<file path="src/hdl/pfts_pkg.sv">
// ----------------------------------------------------------------------------
// pfts_pkg
// shared constants, request and status codes and the result word type
// ----------------------------------------------------------------------------
package pfts_pkg;

    localparam int PRIO_LEVELS_DEF  = 16;
    localparam int QUEUE_DEPTH_DEF  = 64;
    localparam int TASK_ID_BITS_DEF = 16;

    localparam int REQ_W    = 2;
    localparam int PRIO_W   = 4;
    localparam int TASK_W   = 16;
    localparam int STATUS_W = 3;

    localparam logic [REQ_W-1:0] REQ_ENQ  = 2'd0;
    localparam logic [REQ_W-1:0] REQ_DEQ  = 2'd1;
    localparam logic [REQ_W-1:0] REQ_STOP = 2'd2;

    localparam logic [STATUS_W-1:0] ST_QUEUED      = 3'd0;
    localparam logic [STATUS_W-1:0] ST_REF_STOPPED = 3'd1;
    localparam logic [STATUS_W-1:0] ST_REF_FULL    = 3'd2;
    localparam logic [STATUS_W-1:0] ST_SERVED      = 3'd3;
    localparam logic [STATUS_W-1:0] ST_NONE        = 3'd4;
    localparam logic [STATUS_W-1:0] ST_STOPPED     = 3'd5;
    localparam logic [STATUS_W-1:0] ST_SHUTDOWN    = 3'd6;

    typedef struct packed {
        logic [STATUS_W-1:0] status;
        logic [TASK_W-1:0]   task_id;
        logic [PRIO_W-1:0]   prio;
    } pfts_res_t;

endpackage

</file>
<file path="src/hdl/pfts_ram.sv">
// ----------------------------------------------------------------------------
// pfts_ram
// generic simple dual-port ram, one write and one registered read per cycle
// ----------------------------------------------------------------------------
module pfts_ram #(
    parameter int WIDTH = 8,
    parameter int DEPTH = 16
) (
    input  logic                     clk,
    input  logic                     we,
    input  logic [$clog2(DEPTH)-1:0] waddr,
    input  logic [WIDTH-1:0]         wdata,
    input  logic [$clog2(DEPTH)-1:0] raddr,
    output logic [WIDTH-1:0]         rdata
);

    logic [WIDTH-1:0] mem [DEPTH];

    always_ff @(posedge clk)
    begin
        if (we)
        begin
            mem[waddr] <= wdata;
        end
        rdata <= mem[raddr];
    end

endmodule

</file>
<file path="src/hdl/pfts_out_buf.sv">
// ----------------------------------------------------------------------------
// pfts_out_buf
// two-word output buffer: output register plus one skid entry
// ----------------------------------------------------------------------------
module pfts_out_buf
    import pfts_pkg::*;
(
    input  logic      clk,
    input  logic      rst_n,
    input  logic      push,
    input  pfts_res_t push_res,
    output logic      room,
    output logic      out_valid,
    input  logic      out_ready,
    output pfts_res_t out_res
);

    logic      out_valid_reg;
    logic      pend_valid_reg;
    pfts_res_t out_res_reg;
    pfts_res_t pend_res_reg;
    logic      pop;

    assign pop       = out_valid_reg && out_ready;
    assign room      = !pend_valid_reg;
    assign out_valid = out_valid_reg;
    assign out_res   = out_res_reg;

    always_ff @(posedge clk or negedge rst_n)
    begin
        if (!rst_n)
        begin
            out_valid_reg  <= 1'b0;
            pend_valid_reg <= 1'b0;
        end
        else
        begin
            if (!out_valid_reg || pop)
            begin
                out_valid_reg  <= pend_valid_reg || push;
                pend_valid_reg <= 1'b0;
            end
            else if (push)
            begin
                pend_valid_reg <= 1'b1;
            end
        end
    end

    always_ff @(posedge clk)
    begin
        if (!out_valid_reg || pop)
        begin
            out_res_reg <= pend_valid_reg ? pend_res_reg : push_res;
        end
        if (push)
        begin
            pend_res_reg <= push_res;
        end
    end

endmodule

</file>
<file path="src/hdl/priority_fifo_task_scheduler_unit.sv">
// ----------------------------------------------------------------------------
// priority_fifo_task_scheduler_unit
// per-level task fifos kept as linked chains in a shared entry store
// ----------------------------------------------------------------------------
// usage
//   input channel (in_valid/in_ready) takes one request word: enqueue,
//   dequeue or shutdown. output channel (out_valid/out_ready) returns one
//   result word per request, in request order.
//   the result of a stored enqueue is pushed to the output buffer from the
//   enqueue state, that of a serving dequeue from the second dequeue state,
//   and every refused or empty answer and shutdown straight from idle.
//   a new request is taken only in idle: enqueue waits in its state for the
//   entry store read of the chain link, and dequeue for the head lookup and
//   then for that read; requests for the other answers are taken every cycle
//   while the output buffer has room.
//   after reset the queue is empty and ready at once: untouched entries of
//   the free chain are tracked by a fill mark, so there is no clearing pass.
//   a stalled receiver is absorbed by a two-word output buffer; once both
//   words are held, in_ready stays low until the receiver takes one.
// ----------------------------------------------------------------------------
module priority_fifo_task_scheduler_unit
    import pfts_pkg::*;
#(
    parameter int PRIO_LEVELS  = PRIO_LEVELS_DEF,
    parameter int QUEUE_DEPTH  = QUEUE_DEPTH_DEF,
    parameter int TASK_ID_BITS = TASK_ID_BITS_DEF
) (
    input  logic                clk,
    input  logic                rst_n,
    input  logic                in_valid,
    output logic                in_ready,
    input  logic [REQ_W-1:0]    req_type,
    input  logic [PRIO_W-1:0]   priority_req,
    input  logic [TASK_W-1:0]   task_id,
    output logic                out_valid,
    input  logic                out_ready,
    output logic [STATUS_W-1:0] status,
    output logic [TASK_W-1:0]   served_task,
    output logic [PRIO_W-1:0]   served_priority
);

    localparam int LVL_W = $clog2(PRIO_LEVELS);
    localparam int IDX_W = $clog2(QUEUE_DEPTH);
    localparam int CNT_W = $clog2(QUEUE_DEPTH + 1);

    typedef enum logic [3:0] {
        S_IDLE  = 4'b0001,
        S_ENQ   = 4'b0010,
        S_DEQ_A = 4'b0100,
        S_DEQ_B = 4'b1000
    } state_t;

    state_t                  state_reg, state_next;
    logic [PRIO_LEVELS-1:0]  busy_reg, busy_next;
    logic [IDX_W-1:0]        free_head_reg, free_head_next;
    logic [CNT_W-1:0]        used_reg, used_next;
    logic [CNT_W-1:0]        fresh_reg, fresh_next;
    logic                    started_reg, started_next;
    logic                    stopped_reg, stopped_next;

    logic [LVL_W-1:0]        lvl_reg, lvl_next;
    logic [IDX_W-1:0]        idx_reg, idx_next;
    logic                    virt_reg, virt_next;
    logic                    last_reg, last_next;

    logic                    accept;
    logic                    room;
    logic                    push;
    pfts_res_t               push_res;
    pfts_res_t               out_res;

    logic [LVL_W-1:0]        lvl_in;
    logic [LVL_W-1:0]        lowest;
    logic                    any_busy;
    logic [IDX_W-1:0]        idx_wrap;

    logic                    task_we;
    logic [TASK_ID_BITS-1:0] task_rd;
    logic                    link_we;
    logic [IDX_W-1:0]        link_waddr, link_wdata, link_raddr, link_rd;
    logic                    head_we;
    logic [LVL_W-1:0]        head_waddr;
    logic [IDX_W-1:0]        head_wdata, head_rd;
    logic                    tail_we;
    logic [LVL_W-1:0]        tail_raddr;
    logic [IDX_W-1:0]        tail_rd;

    assign in_ready = (state_reg == S_IDLE) && room;
    assign accept   = in_valid && in_ready;

    // priority beyond the last level saturates
    assign lvl_in = (32'(priority_req) >= 32'(PRIO_LEVELS)) ?
                    LVL_W'(PRIO_LEVELS - 1) : LVL_W'(priority_req);

    assign idx_wrap = (idx_reg == IDX_W'(QUEUE_DEPTH - 1)) ? '0 : idx_reg + 1'b1;

    // lowest non-empty level
    always_comb
    begin
        lowest   = '0;
        any_busy = |busy_reg;
        for (int i = PRIO_LEVELS - 1; i >= 0; i--)
        begin
            if (busy_reg[i])
            begin
                lowest = LVL_W'(i);
            end
        end
    end

    assign link_raddr = (state_reg == S_DEQ_A) ? head_rd : free_head_reg;
    assign tail_raddr = (req_type == REQ_ENQ) ? lvl_in : lowest;

    always_comb
    begin
        state_next     = state_reg;
        busy_next      = busy_reg;
        free_head_next = free_head_reg;
        used_next      = used_reg;
        fresh_next     = fresh_reg;
        started_next   = started_reg;
        stopped_next   = stopped_reg;
        lvl_next       = lvl_reg;
        idx_next       = idx_reg;
        virt_next      = virt_reg;
        last_next      = last_reg;
        task_we        = 1'b0;
        link_we        = 1'b0;
        link_waddr     = idx_reg;
        link_wdata     = idx_reg;
        head_we        = 1'b0;
        head_waddr     = lvl_reg;
        head_wdata     = idx_reg;
        tail_we        = 1'b0;
        push           = 1'b0;
        push_res       = '0;

        case (state_reg)
            S_IDLE:
            begin
                if (accept)
                begin
                    case (req_type)
                        REQ_ENQ:
                        begin
                            if (stopped_reg)
                            begin
                                push            = 1'b1;
                                push_res.status = ST_REF_STOPPED;
                            end
                            else
                            begin
                                started_next = 1'b1;
                                if (used_reg >= CNT_W'(QUEUE_DEPTH))
                                begin
                                    push            = 1'b1;
                                    push_res.status = ST_REF_FULL;
                                end
                                else
                                begin
                                    task_we    = 1'b1;
                                    lvl_next   = lvl_in;
                                    idx_next   = free_head_reg;
                                    // untouched entry: next free index is implied, not read
                                    virt_next  = CNT_W'(free_head_reg) >= fresh_reg;
                                    state_next = S_ENQ;
                                end
                            end
                        end
                        REQ_DEQ:
                        begin
                            if (stopped_reg)
                            begin
                                push            = 1'b1;
                                push_res.status = ST_STOPPED;
                            end
                            else if (!any_busy)
                            begin
                                push            = 1'b1;
                                push_res.status = ST_NONE;
                            end
                            else
                            begin
                                lvl_next   = lowest;
                                state_next = S_DEQ_A;
                            end
                        end
                        REQ_STOP:
                        begin
                            push = 1'b1;
                            if (started_reg)
                            begin
                                started_next    = 1'b0;
                                stopped_next    = 1'b1;
                                push_res.status = ST_SHUTDOWN;
                            end
                            else
                            begin
                                push_res.status = stopped_reg ? ST_STOPPED : ST_NONE;
                            end
                        end
                        default:
                        begin
                            push            = 1'b1;
                            push_res.status = ST_NONE;
                        end
                    endcase
                end
            end
            S_ENQ:
            begin
                if (busy_reg[lvl_reg])
                begin
                    link_we    = 1'b1;
                    link_waddr = tail_rd;
                    link_wdata = idx_reg;
                end
                else
                begin
                    head_we = 1'b1;
                end
                tail_we            = 1'b1;
                busy_next[lvl_reg] = 1'b1;
                free_head_next     = virt_reg ? idx_wrap : link_rd;
                if (virt_reg)
                begin
                    fresh_next = fresh_reg + CNT_W'(1);
                end
                used_next       = used_reg + CNT_W'(1);
                push            = 1'b1;
                push_res.status = ST_QUEUED;
                state_next      = S_IDLE;
            end
            S_DEQ_A:
            begin
                idx_next   = head_rd;
                last_next  = (head_rd == tail_rd);
                state_next = S_DEQ_B;
            end
            S_DEQ_B:
            begin
                link_we    = 1'b1;
                link_waddr = idx_reg;
                link_wdata = free_head_reg;
                if (last_reg)
                begin
                    busy_next[lvl_reg] = 1'b0;
                end
                else
                begin
                    head_we    = 1'b1;
                    head_wdata = link_rd;
                end
                free_head_next   = idx_reg;
                used_next        = used_reg - CNT_W'(1);
                push             = 1'b1;
                push_res.status  = ST_SERVED;
                push_res.task_id = TASK_W'(task_rd);
                push_res.prio    = PRIO_W'(lvl_reg);
                state_next       = S_IDLE;
            end
            default:
            begin
                state_next = S_IDLE;
            end
        endcase
    end

    always_ff @(posedge clk or negedge rst_n)
    begin
        if (!rst_n)
        begin
            state_reg     <= S_IDLE;
            busy_reg      <= '0;
            free_head_reg <= '0;
            used_reg      <= '0;
            fresh_reg     <= '0;
            started_reg   <= 1'b0;
            stopped_reg   <= 1'b0;
        end
        else
        begin
            state_reg     <= state_next;
            busy_reg      <= busy_next;
            free_head_reg <= free_head_next;
            used_reg      <= used_next;
            fresh_reg     <= fresh_next;
            started_reg   <= started_next;
            stopped_reg   <= stopped_next;
        end
    end

    always_ff @(posedge clk)
    begin
        lvl_reg  <= lvl_next;
        idx_reg  <= idx_next;
        virt_reg <= virt_next;
        last_reg <= last_next;
    end

    pfts_ram #(
        .WIDTH (TASK_ID_BITS),
        .DEPTH (QUEUE_DEPTH)
    ) u_task_ram (
        .clk   (clk),
        .we    (task_we),
        .waddr (free_head_reg),
        .wdata (TASK_ID_BITS'(task_id)),
        .raddr (head_rd),
        .rdata (task_rd)
    );

    pfts_ram #(
        .WIDTH (IDX_W),
        .DEPTH (QUEUE_DEPTH)
    ) u_link_ram (
        .clk   (clk),
        .we    (link_we),
        .waddr (link_waddr),
        .wdata (link_wdata),
        .raddr (link_raddr),
        .rdata (link_rd)
    );

    pfts_ram #(
        .WIDTH (IDX_W),
        .DEPTH (PRIO_LEVELS)
    ) u_head_ram (
        .clk   (clk),
        .we    (head_we),
        .waddr (head_waddr),
        .wdata (head_wdata),
        .raddr (lowest),
        .rdata (head_rd)
    );

    pfts_ram #(
        .WIDTH (IDX_W),
        .DEPTH (PRIO_LEVELS)
    ) u_tail_ram (
        .clk   (clk),
        .we    (tail_we),
        .waddr (lvl_reg),
        .wdata (idx_reg),
        .raddr (tail_raddr),
        .rdata (tail_rd)
    );

    pfts_out_buf u_out_buf (
        .clk       (clk),
        .rst_n     (rst_n),
        .push      (push),
        .push_res  (push_res),
        .room      (room),
        .out_valid (out_valid),
        .out_ready (out_ready),
        .out_res   (out_res)
    );

    assign status          = out_res.status;
    assign served_task     = out_res.task_id;
    assign served_priority = out_res.prio;

endmodule

</file>
<file path="config.mk">
export PLATFORM = sky130hd
export DESIGN_NAME = priority_fifo_task_scheduler_unit
export DESIGN_NICKNAME = d
export VERILOG_FILES = /design/src/hdl/pfts_pkg.sv /design/src/hdl/pfts_ram.sv /design/src/hdl/pfts_out_buf.sv /design/src/hdl/priority_fifo_task_scheduler_unit.sv
export SDC_FILE = /design/constraint.sdc
export NUM_CORES = 2
export LEC_CHECK = 0
export BUFFER_PORTS_ARGS = -buffer_cell sky130_fd_sc_hd__buf_4
export CAP_MARGIN = 30
export CORE_ASPECT_RATIO = 0.5
export CORE_MARGIN = 2
export CORE_UTILIZATION = 57
export CTS_CLUSTER_DIAMETER = 100
export CTS_CLUSTER_SIZE = 14
export DETAILED_ROUTE_END_ITERATION = 10
export PLACE_DENSITY = 0.85
export SLEW_MARGIN = 10
export SYNTH_ARGS = -nofsm -noshare
export SYNTH_HDL_FRONTEND = slang
export SYNTH_SLANG_ARGS = --single-unit
</file>
<file path="constraint.sdc">
create_clock -name clk -period 4.28 [get_ports clk]
set_clock_uncertainty 0.1 [all_clocks]
set_input_delay 0.214 -clock clk [delete_from_list [all_inputs] [get_ports clk]]
set_output_delay 0.214 -clock clk [all_outputs]
set_load 0.03 [all_outputs]
</file>
==> parameters.txt <==
Parameter                              Value

Status
  Outcome ... finished clean

Cells and area
  Fill cell count ... 7220
  Registers with the most flip-flops ... u_task_ram.mem (1024), u_link_ram.mem (384)
  Synthesis-to-finish area growth ... 10.5%
  Top reg by flops ... u_task_ram.mem
  Final net count ... 3839
  Post-route design area ... 0.0756 sq mm
  Final core area utilization ... 63.8%
  Proportion of layout cells with a drive suffix above 1 ... 21.5%
  Flip-flop count of the largest register, all copies and words added ... 1024

Placement
  Placed wire-length estimate after detailed placement ... 98000 um
  Input/output buffers ... 50
  GP Congestion ... 0.938
  Standard cell area after detailed placement ... 0.0713 sq mm

Global route
  Global-route wire length before repair ... 259000 um
  Global-route congestion overflow total ... 0
  Number of antenna violations at the first check in global routing ... 12
  GRT Total Usage ... 28.7%
  Via count of the first global-routing pass ... 37799
  Pin count of the biggest net entering global routing ... 75

Worst setup path
  Combined buffer and inverter count along the critical path ... 2
  Type of origin of the critical path ... register
  Critical Path RT ... 4.62 ns
  Endpoint arrival time on the critical path ... 4.18 ns
  Cell class contributing the biggest share of worst-path delay ... simple AND/OR/NAND/NOR gates
  Critical path class ... reg -> reg
  Element type at the critical path end ... register
  Max FO, Critical Path ... 16
  Longest individual stage delay on the worst path ... 0.63 ns
  Cell type of the slowest stage on the worst timing path ... or4_1
  Crit-path cells ... nor2_1 -> nand4_1 -> or4_1 -> inv_1 -> nand2_1 -> nor2_1 -> nand2_1 -> nor2_1 -> buf_4
  Cell mode on critical path ... nor2_1

Timing
  Setup violators final ... 0
  Setup tns final ... 0 ns
  Unrepaired setup endpoints after global routing ... false
  Max-slew violation total from the final report ... 0
  Peak Freq ... 261 MHz
  Slew HR ... 30.2%
  Post-route fraction of the period consumed by the critical path ... 89.5%
  Final critical path time including I/O delays and setup ... 3.83 ns
  Hold violation count in the final report ... 0
  Transition time of the tightest slew-check pin ... 1.05 ns

Synthesis
  Netlist area before placement ... 0.0685 sq mm
  Flops & latches, synth ... 1736
  Sequential cell area fraction in the yosys report ... 75.3%
  Syn. warnings ... 0
  Leading register cell type out of synthesis ... edfxtp_1
  Count of cell types in the netlist ... 77
  Cells after Synth ... 3630
  Mean cell area of the mapped netlist ... 18.9 sq um
  Mapped Nets ... 3670
  Number of synthesized flops with an enable pin ... 1658
  Proportion of register bits with asynchronous set or reset after synthesis ... 2.53%

CTS
  Clk_lat worst skew ... 0.78 ns
  Post-cts gate resize count ... 0
  Clock buffer count from CTS ... 141
  TritonCTS sink count ... 1736
  Buffer type at the clock tree root ... clkbuf_16
  Clock tree from TritonCTS ... built
  Total number of H-tree levels ... 4
  Maximum root-to-sink buffer count ... 3
  Post CTS Setup Buffer Count ... 0
  CTS hold repair buffers ... 26
  CTS clk-pin slew, worst paths ... 0.07 ns

Die
  Number of primary I/O pins ... 51
  Die width ... 494 um
  Standard-cell row count ... 89
  Area of the die ... 0.123 sq mm
  Core Region ... 0.118 sq mm
  Die span in y ... 249 um
  Effective utilization at floorplan ... 57.8%

Power
  Worst vdd rail ir drop ... 0.387 mV
  Power consumption ... 38.4 mW
  Pwr/cell area ... 508 mW/mm^2
  Static leakage ... 24.1 nW

Run
  Number of max-capacitance violations reported ... 0

Route
  Initial detailed-routing violation count ... 6690
  Count of antenna-violating nets left after detailed routing ... 0
  Detail-routed via count per cell ... 6.98
  Mean routed wirelength per cell ... 32.1 um
  First-pass detailed-route iteration total ... 10
  DRC ... 0
  DRT Wirelength ... 175000 um
  Routed via count ... 38112

Hold path
  Path category of the worst min-delay check ... in -> reg
logic make-up after synthesis:
family / count (synthesis) / synth area share [%]
simple gates: 738 / 4.87
mux: 476 / 13.8
compound gates: 408 / 3.98
flops: 1736 / 75.3
fa+ha+maj: 14 / 0.267
xor+xnor: 18 / 0.230
buf+inv: 240 / 1.54
area by class of cell:
cell class	instances	area [sq um]	area share, %
multi-input cells	1654	15900	21.1
clock buffers	201	3950	5.22
clock inverters	5	51.3	0.0678
diodes	6	15.0	0.0199
flip-flops and latches	1736	51600	68.2
well taps	1592	1990	2.63
inverters	25	98.8	0.131
repair buffers	241	2020	2.67
layout by cell type, fill, tap and decap left out, types with 11 or more instances in the layout:
cell type         n
edfxtp_1       1658
mux4_2          367
nand2_1         240
nor2_1          238
buf_4           203
clkbuf_16       150
o21ai_0          99
nand3_1          83
a21oi_1          76
mux2i_1          56
clkbuf_1         51
mux2_2           50
and3_1           48
a211oi_1         44
dfrtp_1          43
nand4_1          36
dfxtp_1          30
a22oi_1          25
dlygate4sd3_1    25
o21bai_1         24
inv_1            22
and2_1           22
a31oi_1          19
a32oi_1          17
o22ai_1          16
a2111oi_0        15
a22o_1           14
xnor2_1          13
ha_1             13
nor2b_1          12
nor3_1           11
power by group:
part           internal (mW)  switching (mW)  leakage, nW
Clock                   6.36            5.86         1.93
Sequential              18.9           0.478         15.9
Combinational           2.97            3.89         6.33
worst paths after layout:
| kind | endpoint | slack, ns | start | cells after the start |
|---|---|---|---|---|
| max in group asynchronous | used_reg[6]$_DFFE_PN0N_ | 3.39 | rst_n | 4 |
| setup / recovery | u_task_ram.mem[11][13]$_DFFE_PP_ | 0.45 | state_reg[1]$_DFFE_PN0P_ | 9 |
| hold / removal | u_out_buf.out_valid$_DFFE_PN0N_ | 0.05 | out_ready | 3 |
| setup reg to reg | u_task_ram.mem[11][13]$_DFFE_PP_ | 0.45 | state_reg[1]$_DFFE_PN0P_ | 9 |
| min in group asynchronous | async pin | 0.42 | rst_n | 4 |
| hold reg to reg | used_reg[2]$_DFFE_PN0N_ | 0.41 | used_reg[2]$_DFFE_PN0N_ | 2 |
synthesized netlist by cell type, drive strengths merged, types with 5 or more instances:
cell type | count | area, sq um
edfxtp | 1658 | 49800
ha | 13 | 163
a31oi | 20 | 131
clkbuf | 131 | 492
mux2 | 50 | 563
nor2b | 12 | 75.1
mux4 | 367 | 8270
mux2i | 59 | 611
a22o | 14 | 123
a2111oi | 18 | 161
o21bai | 24 | 180
buf | 84 | 465
o221a | 5 | 56.3
xor2 | 5 | 43.8
a21oi | 76 | 380
nand4 | 36 | 225
a32oi | 17 | 149
dfrtp | 43 | 1080
a22oi | 25 | 188
a311oi | 7 | 61.3
a21o | 6 | 45.0
o22ai | 16 | 100
o2111a | 6 | 67.6
nor2 | 241 | 910
o21ai | 104 | 520
and2 | 22 | 138
nand3 | 83 | 415
nor4 | 6 | 37.5
nand2 | 245 | 922
dfxtp | 34 | 681
and3 | 48 | 300
a211oi | 44 | 330
o31ai | 8 | 65.1
nor3 | 11 | 55.1
nand3b | 7 | 52.6
inv | 25 | 96.4
xnor2 | 13 | 114
per-stage QoR:
| stage | std cells | setup slack (ns) | hold slack (ns) |
|---|---|---|---|
| 2_1_floorplan | 3630 | -0.0406 | -0.182 |
| 3_3_place_gp | 5214 | 0.592 | 0.147 |
| 3_5_place_dp | 5218 | 0.467 | 0.161 |
| 4_1_cts | 5450 | 0.454 | 0.0105 |
| 5_1_grt | 5454 | 0.244 | 0.0554 |
| 6_report | 5460 | 0.448 | 0.0489 |
tightest hold or removal path: stages:
cell	delay [ns]
buf_4	0.08
nand2b_1	0.44
nand2_1	0.13
routing by layer:
metal	up-vias	GRT usage, %	wire length [um]
li1	14980	-	-
met5	-	0	79
met4	12	11.4	6950
met1	19262	39.7	62000
met2	3371	45.0	84300
met3	487	6.60	21800
Note: power is estimated with default switching activity, not from simulation.
